### config.mk
export PLATFORM = sky130hd
export DESIGN_NAME = sm64_front
export DESIGN_NICKNAME = d
export VERILOG_FILES = /design/src/rtl/core/sm64_pkg.sv /design/src/rtl/core/sm64_front.sv
export SDC_FILE = /design/constraint.sdc
export NUM_CORES = 1
export LEC_CHECK = 0
export BUFFER_PORTS_ARGS = -buffer_cell sky130_fd_sc_hd__buf_2
export CORE_MARGIN = 3
export CORE_UTILIZATION = 45
export CTS_CLUSTER_SIZE = 20
export DETAILED_ROUTE_END_ITERATION = 8
export PLACE_DENSITY = 0.69
export SETUP_SLACK_MARGIN = 0.15
export SYNTH_ARGS = -nofsm -noshare
export SYNTH_HDL_FRONTEND = slang
export SYNTH_SLANG_ARGS = --single-unit
export TNS_END_PERCENT = 30
### constraint.sdc
create_clock -name i_clk -period 2.2 [get_ports i_clk]
set_input_delay 0.22 -clock i_clk [delete_from_list [all_inputs] [get_ports i_clk]]
set_output_delay 0.22 -clock i_clk [all_outputs]
set_load 0.02 [all_outputs]
### src/rtl/core/sm64_pkg.sv
// SplitMix64 byte-stream generator: shared types and constants.
// Used by the front, back and mixer modules and by the top level.
// No dependencies.
`default_nettype none

package sm64_pkg;

    // Request byte count, as carried on the input port and through the queue
    localparam int COUNT_W = 10;
    typedef logic [COUNT_W-1:0] t_count;

    // Largest number of bytes one request can ever produce (64 words of 8 bytes)
    localparam int WORD_BYTES  = 8;
    localparam int WORD_LIMIT  = 64;
    localparam int COUNT_CAP   = WORD_LIMIT * WORD_BYTES;

    // Generator constants
    localparam logic [63:0] GOLDEN_STEP = 64'h9E37_79B9_7F4A_7C15;
    localparam logic [63:0] MIX_MUL_A   = 64'hBF58_476D_1CE4_E5B9;
    localparam logic [63:0] MIX_MUL_B   = 64'h94D0_49BB_1331_11EB;
    localparam int          SHIFT_A     = 30;
    localparam int          SHIFT_B     = 27;
    localparam int          SHIFT_C     = 31;

    // Head of the request queue, as seen by the back end
    typedef struct packed {
        logic   vld;
        t_count bytes;
    } t_req;

    // Per-word tag that travels alongside the mixer pipeline
    typedef struct packed {
        logic [3:0] nbytes;
        logic       last;
    } t_tag;

endpackage

`default_nettype wire

### src/rtl/core/sm64_front.sv
// SplitMix64 front end: accepts requests, clamps the byte count, drops
// empty requests and holds the rest in a two-entry queue.
// Depends on sm64_pkg.
`default_nettype none

module sm64_front
    import sm64_pkg::*;
#(
    parameter int LIMIT_BYTES = 512
) (
    input  wire logic   i_clk,
    input  wire logic   i_rst_n,
    input  wire logic   i_valid,
    input  wire t_count i_byte_count_requested,
    output logic        o_stall,
    output t_req        o_req,
    input  wire logic   i_pop
);

    localparam int DEPTH = 2;

    t_count     clamped;
    logic       push;
    t_count     r_mem [DEPTH];
    logic       r_wptr;
    logic       r_rptr;
    logic [1:0] r_cnt;

    // Clamp to the request limit and drop zero-byte requests
    always_comb begin
        clamped = (i_byte_count_requested > COUNT_W'(LIMIT_BYTES))
                ? COUNT_W'(LIMIT_BYTES) : i_byte_count_requested;
        push    = i_valid && !o_stall && (clamped != '0);
    end

    assign o_stall   = (r_cnt == 2'(DEPTH));
    assign o_req.vld = (r_cnt != 2'd0);
    assign o_req.bytes = r_mem[r_rptr];

    // Queue pointers and fill count
    always_ff @(posedge i_clk) begin
        if (!i_rst_n) begin
            r_wptr <= 1'b0;
            r_rptr <= 1'b0;
            r_cnt  <= 2'd0;
        end else begin
            if (push) begin
                r_wptr <= ~r_wptr;
            end
            if (i_pop) begin
                r_rptr <= ~r_rptr;
            end
            if (push && !i_pop) begin
                r_cnt <= r_cnt + 2'd1;
            end else if (!push && i_pop) begin
                r_cnt <= r_cnt - 2'd1;
            end
        end
    end

    // Store the clamped count
    always_ff @(posedge i_clk) begin
        if (push) begin
            r_mem[r_wptr] <= clamped;
        end
    end

endmodule

`default_nettype wire

==> impl_results.md <==
- Leading post-synthesis cells by cell area: edfxtp_1 (58%), mux2_2 (11%), dfxtp_1 (9.6%)
- Setup clock skew after layout: just over 6 ps
- Final total negative setup slack: 0 ps
- Gate count after technology mapping: slightly above 70
- Share of the clock period used by the worst path after layout: 0.8166
- Number of nets with antenna violations after routing: 0
- Static power due to leakage: roughly 0.5 nW
- Delay contributed by the slowest stage of the critical path: 540 ps
- Signal arrival time at the worst endpoint: just over 2000 ps
- Clock tree sinks: 25
- Power density over the cells: 830.9 nW/um^2
- Die boundary width: 54.16 microns
- Max capacitance violation total: 0
- Maximum number of pins on one net before global-route repair: 15
- Die area: 2933 sq um
- Slew Limit Fails: 0
- Rows: 16
- Number of cells traversed by the worst register-to-register path: 4
- Slew Limit Headroom: 0.6701
- Post-CTS setup buffer count: 0
- Seq cells post-synth: 25
- Crit path cell chain: buf_2 > or4_4 > nor4_4 > nor2_1 > ha_1 > or3_1 > a21oi_1
- GRT Residual Overflow: 0
- Core area: approximately 2100 sq um
- Port bufs: 25
- Post-cts hold buffer count: 0
- Yosys warnings: 0
- Post-Syn Nets: 86
- Drt via density: 5.000
- Clock Tree Root: clkbuf_4
- Synth Flop Type: edfxtp_1
- Initial Utilization: 0.5012
- Number of cells on the worst hold path: 3
- Library cells used by synthesis: 20
- FFs w/ async S/R, synth: 0
- Average cell area after synthesis: around 15 sq um
- Total routing resource utilization after global routing: 0.1250
- Internal reg-to-reg setup slack: around 500 ps
- Crit path capture type: register
- Post-synthesis sequential area ratio: 0.6715
- Number of instances resized during post-cts repair: 0
- Hold Vio Cnt, Final: 0
- Post-detailed-route wirelength per cell: 12.96 microns
- Via count of the first global-routing pass: ~530
- First-iteration detailed-routing DRC count: 4
- DRC violation count after routing: 0
- CP Depth: 7
- Post-Synthesis Cell Area: between 1000 and 1500 sq um
- Count of buffer and inverter cells on the critical path: 1
- Actual transition at the worst max-transition pin: roughly 490 ps
- Unrepaired setup endpoints after global routing: no
- Number of buffers between clock root and the deepest sink: 2
- Highest ir drop seen on vdd: ~0.63 mV
- Startpoint type of the worst setup path: primary input
- Type of the worst min-delay path: primary input to register
- Max frequency: approximately 560 MHz
- Time the final worst path needs with I/O delays and setup: around 1800 ps
- Number of nets in the layout: between 100 and 150
- Type of the setup path with the least slack: primary input to register
- Required time of the critical path: around 2400 ps
- Final weighted congestion of routability-driven global placement: just under 0.7
- Run status: completed
- Top cells by count, synth: edfxtp_1 (20), mux2_2 (10), nor2b_1 (10)
- Number of vias in the routed layout: about 630
- Max FO, Critical Path: 3
- EDFF count, synth: 20
- Family of cells with the greatest summed delay on the critical path: simple AND/OR/NAND/NOR gates
- Clock-pin slew reported for the worst setup and hold paths after clock tree synthesis: ~120 ps
- Critical Path Slowest Stage Cell: or4_4
- TritonCTS Buffers: 3
- Sum of routed wire length over all layers: roughly 1.6 mm
- Vertical die dimension: around 54 microns
- Initial antenna violation count: 0
- Filler cell count: 172
- H-tree depth: 1
- Count of boundary I/O pins: 26
- Library cell occupying the most area in the post-synthesis netlist: edfxtp_1
- Count of final setup violators: 0
- Library cell with the highest instance count after synthesis: edfxtp_1
- Layout Area Growth over Synthesis: 17.51%
- First-pass GRT wire length: approximately 2.4 mm
- Post-route worst hold slack: ~190 ps
- Fraction of post-synthesis cell area in the top cell type by area: 0.5755
- Drt pass-1 iters: 3
- N_diodes: 0
- CTS tree: done
- Share of cells above drive strength 1: 0.4388
- Clock insertion delay at the later pin of the skew report: 310 ps
[flip-flops by register name, indices dropped and copies added (netlist names), named ones only]
| register | cells |
|---|---|
| r_cnt | 2 |
| r_mem | 20 |
| r_wptr | 1 |
| r_rptr | 1 |
[where the power goes]
part	total, W	switching, W	internal [W]
sequential	0.000598	0.0000271	0.000571
combinational	0.000230	0.000133	0.0000972
clock	0.000190	0.000122	0.0000679
[path summary, 6_finish.rpt]
path,from,to
max,i_byte_count_requested[4],r_cnt[1]
min,i_pop,register
max reg2reg,r_cnt[0],r_mem[0][9]
min reg2reg,r_wptr,r_wptr
[final cells by class]
cell class                      instances  area, sq um  share of cell area
Clock buffer                            3        22.52             0.01837
Clock inverter                          1        5.005            0.004082
Inverter                                3        11.26            0.009184
Multi-Input combinational cell         40        320.3              0.2612
Sequential cell                        25        700.7              0.5714
Tap cell                               27        33.78             0.02755
Timing Repair Buffer                   26        132.6              0.1082
[placed cells by master (no fill, tap or decap), drive strengths merged, types with 2 or more instances in the layout]
cell | synthesis | routed
inv | 3 | 3
dfxtp | 5 | 5
mux2 | 10 | 10
xor2 | 2 | 2
or3 | 2 | 2
nor2b | 10 | 10
o21ai | 2 | 2
or4 | 2 | 2
clkbuf | 3 | 3
a21oi | 2 | 2
buf | 0 | 26
edfxtp | 20 | 20
nor2 | 4 | 4
[logic make-up (layout without fill, tap and decap cells)]
kind of cell	after synthesis	in the layout	share of synthesized area
buffers and inverters	6	33	0.02158
XOR/XNOR	3	3	0.02518
AO/OA/AOI/OAI	4	4	0.01918
multiplexers	10	10	0.1079
flip-flops	25	25	0.6715
AND/OR/NAND/NOR	22	22	0.1427
adder cells (fa/ha/maj)	1	1	0.01199
[worst register-to-register path, cell delays in order, from the launching register on]
cell and delay (ps):
dfxtp_1 430, nor2b_1 80, nand2b_1 180, or3_1 340
inv_1 340
[metrics by stage]
| step | setup slack (ps) | std cells | cell area, sq um | util | power, W |
|---|---|---|---|---|---|
| floorplan | 294.1 | 71 | 1044 | - | 0.0007644 |
| CTS | 398.6 | 125 | 1226 | 0.5889 | 0.001030 |
| finish | 403.4 | 125 | 1226 | 0.5889 | 0.001019 |
| global placement | 148.8 | 121 | 1199 | 0.5757 | 0.0008347 |
| global route | 338.3 | 125 | 1226 | 0.5889 | 0.001078 |
| detailed placement | 98.80 | 121 | 1199 | 0.5757 | 0.0008393 |
[routing by layer]
metal | global-route usage | vias to the layer above | share of wire
li1 | - | 310 | -
met1 | 0.1429 | 295 | 0.44
met2 | 0.2072 | 15 | 0.50
met3 | 0.04986 | 5 | 0.051
met4 | 0.04979 | 0 | 0.010
met5 | 0 | - | 0
Power figures use the tool's default switching activity.
