`src/rtl/core/sm64_pkg.sv`:
```
// SplitMix64 byte-stream generator: shared types and constants.
// Used by the front, back and mixer modules and by the top level.
// No dependencies.
`default_nettype none

package sm64_pkg;

    // Request byte count, as carried on the input port and through the queue
    localparam int COUNT_W = 10;
    typedef logic [COUNT_W-1:0] t_count;

    // Largest number of bytes one request can ever produce (64 words of 8 bytes)
    localparam int WORD_BYTES  = 8;
    localparam int WORD_LIMIT  = 64;
    localparam int COUNT_CAP   = WORD_LIMIT * WORD_BYTES;

    // Generator constants
    localparam logic [63:0] GOLDEN_STEP = 64'h9E37_79B9_7F4A_7C15;
    localparam logic [63:0] MIX_MUL_A   = 64'hBF58_476D_1CE4_E5B9;
    localparam logic [63:0] MIX_MUL_B   = 64'h94D0_49BB_1331_11EB;
    localparam int          SHIFT_A     = 30;
    localparam int          SHIFT_B     = 27;
    localparam int          SHIFT_C     = 31;

    // Head of the request queue, as seen by the back end
    typedef struct packed {
        logic   vld;
        t_count bytes;
    } t_req;

    // Per-word tag that travels alongside the mixer pipeline
    typedef struct packed {
        logic [3:0] nbytes;
        logic       last;
    } t_tag;

endpackage

`default_nettype wire

```
`src/rtl/core/sm64_back.sv`:
```
// SplitMix64 back end: owns the generator state, splits each queued
// request into 8-byte chunks and issues one state step per cycle while i_en is high.
// Depends on sm64_pkg.
`default_nettype none

module sm64_back
    import sm64_pkg::*;
(
    input  wire logic        i_clk,
    input  wire logic        i_rst_n,
    input  wire logic        i_cfg_we,
    input  wire logic [63:0] i_cfg_data,
    input  wire t_req        i_req,
    output logic             o_pop,
    input  wire logic        i_en,
    output logic             o_vld,
    output logic [63:0]      o_state,
    output t_tag             o_tag
);

    logic        r_busy;
    t_count      r_rem;
    logic [63:0] r_state;
    logic        active;
    t_count      rem_cur;
    t_count      rem_next;
    logic [3:0]  chunk;
    logic [63:0] state_next;

    // Pick the live byte count and carve off the next chunk
    always_comb begin
        active     = r_busy || i_req.vld;
        rem_cur    = r_busy ? r_rem : i_req.bytes;
        chunk      = (rem_cur >= COUNT_W'(WORD_BYTES)) ? 4'(WORD_BYTES) : rem_cur[3:0];
        rem_next   = rem_cur - COUNT_W'(chunk);
        state_next = r_state + GOLDEN_STEP;
        o_pop      = i_en && !r_busy && i_req.vld;
    end

    // Control and generator state; a seed write reloads the state
    always_ff @(posedge i_clk) begin
        if (!i_rst_n) begin
            r_busy  <= 1'b0;
            o_vld   <= 1'b0;
            r_state <= '0;
        end else begin
            if (i_cfg_we) begin
                r_state <= i_cfg_data;
            end else if (i_en && active) begin
                r_state <= state_next;
            end
            if (i_en) begin
                o_vld <= active;
                if (active) begin
                    r_busy <= (rem_next != '0);
                end
            end
        end
    end

    // Issue register and remaining count
    always_ff @(posedge i_clk) begin
        if (i_en) begin
            o_state     <= state_next;
            o_tag.nbytes <= chunk;
            o_tag.last  <= (rem_next == '0);
            if (active) begin
                r_rem <= rem_next;
            end
        end
    end

endmodule

`default_nettype wire

```
`config.mk`:
```
export PLATFORM = sky130hd
export DESIGN_NAME = sm64_back
export DESIGN_NICKNAME = d
export VERILOG_FILES = /design/src/rtl/core/sm64_pkg.sv /design/src/rtl/core/sm64_back.sv
export SDC_FILE = /design/constraint.sdc
export NUM_CORES = 1
export LEC_CHECK = 0
export BUFFER_PORTS_ARGS = -buffer_cell sky130_fd_sc_hd__buf_2
export CORE_ASPECT_RATIO = 0.9
export CORE_MARGIN = 2
export CORE_UTILIZATION = 55
export DETAILED_ROUTE_END_ITERATION = 8
export GPL_TIMING_DRIVEN = 0
export PLACE_DENSITY = 0.83
export SLEW_MARGIN = 20
export SYNTH_ARGS = -nofsm -noshare
export SYNTH_HDL_FRONTEND = slang
export SYNTH_SLANG_ARGS = --single-unit
```
`constraint.sdc`:
```
create_clock -name i_clk -period 5 [get_ports i_clk]
set_input_delay 1 -clock i_clk [delete_from_list [all_inputs] [get_ports i_clk]]
set_output_delay 1 -clock i_clk [all_outputs]
set_load 0.02 [all_outputs]
```
==> impl.org <==
** Run status
- The flow ran to the end, and the final reports show no timing, DRC or antenna violations.

** Power and ir drop
- In this run the power spent charging and discharging nets is 1.04 mW.
- Summed over all cells, the static leakage comes to 3.71 nW.
- Share of total power in the clock network :: 0.370
- The design draws 3.49 mW.
- Sequential fraction of design power :: 0.417
- Power Density :: 359 nW/um^2
- Across the VDD grid, the largest voltage drop is 0.275 mV.
- Internal power comes to 2.45 mW.
- Switching Fraction :: 0.299
- Comb power frac :: 0.213

** Place
- Post-DP HPWL :: 17.0 mm
- Placed insts :: 1228
- Routability-driven placement finished with a final weighted congestion of 1.00.
- In this run the tool buffered the top-level ports with 149 buffer cells.
- After detailed placement, the total cell area comes to 9120 um^2.
- Setup WS pre-CTS :: 0.851 ns

** Finish
- The area growth from synthesis to layout is 19.9%.
- Summing all non-filler instances in the final layout gives an area of 9720 um^2.
- Number of antenna repair diodes :: 0
- Final-layout fill cell count :: 1184
- Final Instance Count excl. Fillers :: 1260
- Once layout is complete, the utilization of the core stands at 0.668.
- The final layout contains 1130 nets.
- Proportion of layout cells with a drive suffix above 1 :: 0.198

** Critical path
- Worst-path fanout max :: 7
- Broken down by cell family, the worst path's largest delay share belongs to simple AND/OR/NAND/NOR gates.
- Setup slack on the worst flop-to-flop path :: 1.37 ns
- The slowest stage of the critical path is the a222oi_1 cell.
- The critical path runs through a total of 10 cells.
- Data required time of the worst path :: 5.31 ns
- Counting cells, the worst reg-to-reg path comes to 10.
- Beginning of the worst register-to-register path :: r_busy
- Cell chain of the critical path :: buf_2 > or4_1 > a222oi_1 > or2_2 > ha_1 > o21bai_1 > o21ai_1 > or3_1 > nor4_2 > a21oi_1
- The worst register-to-register path ends at r_busy.
- For this run, the slowest stage of the critical path takes 0.94 ns.
- The worst setup path is captured at a flip-flop.
- Counting both buffers and inverters, the worst setup path holds a total of 1.
- Startpoint type of the worst setup path :: input pin
- The critical path starts at i_req[3].
- Data arrives at the worst endpoint at 4.06 ns.
- Critical path class :: input pin to flip-flop

** Synthesis
- After synthesis the netlist holds a flip-flop and latch count of 145.
- Fraction of synthesized cell area taken by the top area cell type :: 0.293
- The fraction of the mapped netlist area in compound gates is 0.197.
- Basic-gate share of the synthesized area counting and, or, nand and nor cells :: 0.184
- After synthesis, the mean cell area works out to 9.21 um^2.
- Distinct cell type count of the synthesized netlist :: 76
- The synthesized netlist occupies a cell area of 8110 um^2.
- After synthesis, the share of flip-flops with an asynchronous set or reset is 0.
- Of the total synthesized cell area, the portion taken by XOR and XNOR cells is 0.108.
- Main combinational cell family by area after synthesis :: compound AO/OA/AOI/OAI gates
- Share of cell area taken by muxes after synthesis :: 0.0139
- Of the total synthesized cell area, the portion taken by full adders, half adders and majority gates is 0.00309.
- By area the synthesized netlist is led by edfxtp_1 29%, dfxtp_1 16%, xnor2_1 6.5%, o21ai_0 4.4%, xor2_1 4.3%.
- Sequential element share of the synthesized area :: 0.456
- During synthesis, Yosys emitted a total of 0 warnings.
- Counting every net in the synthesized netlist gives 961.
- Number of enable flip-flop cells after synthesis :: 79
- Cell accounting for the most synthesized area :: edfxtp_1
- Flip-flop cell with the highest count after synthesis :: edfxtp_1
- After technology mapping, the gate count stands at 880.

** Detailed routing
- After detailed routing, the average wire length per cell comes to 18.9 um.
- In this run, the number of DRC markers left after iteration 0 of detailed routing was 907.
- DRT Pass-1 Iters :: 6
- Residual DRC count :: 0
- The routed layout has 7717 vias.
- The count of nets left with antenna violations once routing finished came out at 0.
- Total routed wirelength :: 23.9 mm
- In the routed layout, each cell is associated on average with a via count of 6.12.

** STA
- Transition time of the tightest slew-check pin :: 1.04 ns
- The final count of hold timing violations was 0.
- Time the final worst path needs with I/O delays and setup :: 3.75 ns
- The worst pin sits at a relative slew slack of 0.308.
- In the post-route analysis, the smallest setup slack over all paths is 1.25 ns.
- Fraction of the cycle the final worst path needs :: 0.751
- The final number of max-transition violations was 0.
- Setup repair after global routing missed its margin :: no
- Clock skew on the completed layout was measured at 0.00968 ns.
- In the final timing run, aggregate negative setup slack is 0 ns.
- Number of setup violations in the final report :: 0
- The tightest hold path in the finished design has a slack of 0.511 ns.
- Max Freq :: 0.266 GHz

** Min path
- Along the worst hold path, the cell count comes to 2.
- End point of the most critical hold path :: o_vld
- The worst hold path begins at o_vld.
- In this run the worst hold path is classified as flip-flop to flip-flop.

** Global routing
- In the global route stage, overall resource usage came out at 0.303.
- Pin count of the biggest net entering global routing :: 40
- Number of global-route vias before repair :: 7016
- Overflow left after global routing :: 0
- The first global-routing pass estimated 37.0 mm of wire.
- The initial antenna violation count is 0.

** Floorplan
- The floorplan step defined a core boundary enclosing 14600 um^2.
- Vertical extent of the die :: 119 um
- The initial utilization of the core area, before any placement, comes to 0.557.
- The die is 132 um wide.
- Row cnt :: 42
- The die covers 15700 um^2.
- Number of placed I/O pins :: 150

** Clock tree
- Number of sinks handled by clock tree synthesis :: 145
- The clock tree synthesis step divided the H-tree into 4 levels.
- Setup Fix Bufs, Post-CTS :: 0
- Post-CTS repair changed the size of 0 cells.
- Clock tree buffer depth :: 2
- CTS tree :: yes
- Clock latency on the worst-skew pair, taken at its later pin, is 0.44 ns.
- TritonCTS created 17 clock buffers.
- Reg clk slew, reported paths :: 0.06 ns
- Cell chosen for the clock root :: clkbuf_16
- Hold buffer count at cts :: 0

** Run
- The tool flagged a number of max-cap violations equal to 0.
[final cells by class]
| type | instances | area, um^2 | area share |
|---|---|---|---|
| clock buffers | 19 | 433 | 0.0446 |
| clock inverters | 13 | 161 | 0.0166 |
| flip-flops and latches | 145 | 3690 | 0.380 |
| multi-input cells | 655 | 4100 | 0.422 |
| well taps | 198 | 248 | 0.0255 |
| repair buffers | 150 | 768 | 0.0791 |
| plain buffers | 64 | 255 | 0.0263 |
| inverters | 16 | 60.1 | 0.00618 |
[sequential cells by signal, summed over array words and instances, names as in the netlist]
name,flops
r_state,64
o_state,64
o_tag,5
o_vld,1
r_rem,10
r_busy,1
[worst max path at each step]
| stage | end |
|---|---|
| after floorplan | r_busy |
| after global placement | r_state[47] |
| after detailed placement | r_busy |
| after CTS | r_busy |
| after global routing | r_busy |
| final | r_busy |
[power groups by stage]
stage | clock [mW] | combinational, mW | sequential (mW)
after CTS | 1.30 | 0.727 | 1.45
final | 1.29 | 0.743 | 1.45
after detailed placement | 0 | 0.718 | 1.48
after global placement | 0 | 0.708 | 1.47
after floorplan | 0 | 0.411 | 1.55
after global routing | 1.35 | 0.797 | 1.47
[cell families (layout without fill, tap and decap cells)]
| logic type | after synthesis | count (layout) |
|---|---|---|
| AOI/OAI and AO/OA | 245 | 245 |
| xor gates and xnor gates | 100 | 100 |
| adders and majority gates | 2 | 2 |
| buffers and inverters | 80 | 262 |
| DFF | 145 | 145 |
| muxes | 11 | 11 |
| other | 1 | 1 |
| and+or+nand+nor | 296 | 296 |
[layer usage]
| layer | GRT usage | share of wire |
|---|---|---|
| met1 | 0.428 | 0.42 |
| met2 | 0.455 | 0.43 |
| met3 | 0.0630 | 0.12 |
| met4 | 0.124 | 0.034 |
| met5 | 0 | 0 |
[cells in the final DEF, fill, tap and decap left out, types with 21 or more instances in the layout]
cell	synthesis	final
xor2_1	40	40
nor3_1	25	25
nor2_1	81	81
nand2_1	64	64
or3_1	21	21
buf_2	5	153
a21oi_1	63	63
nand3_1	27	27
xnor2_1	60	60
o21ai_0	71	71
edfxtp_1	79	79
dfxtp_1	66	66
clkbuf_1	54	55
[Yosys cell counts, types with 5 or more instances]
library cell	n
a211o_1	5
o2111ai_1	5
xnor2_1	60
nand3_1	27
nand2b_1	11
nand4_1	6
nor4_1	5
xor2_1	40
and3_1	10
or4_1	8
nor2_1	81
and2_1	11
dfxtp_1	66
a21o_1	5
a31oi_1	12
edfxtp_1	79
or3_1	21
clkbuf_1	54
o31ai_1	10
o21ai_0	71
inv_1	14
o211a_1	10
buf_2	5
a211oi_1	11
a31o_2	5
nand2_1	64
mux2i_1	9
nor3_1	25
a21oi_1	63
[worst register-to-register path: stages (launching register included)]
cell,delay [ns]
dfxtp_1,0.32
clkbuf_1,0.28
or4b_1,0.53
a222oi_1,0.93
or2_2,0.25
ha_1,0.20
o21bai_1,0.14
o21ai_1,0.12
or3_1,0.40
nor4_2,0.23
a21oi_1,0.11
(Power assumes the default switching activity.)
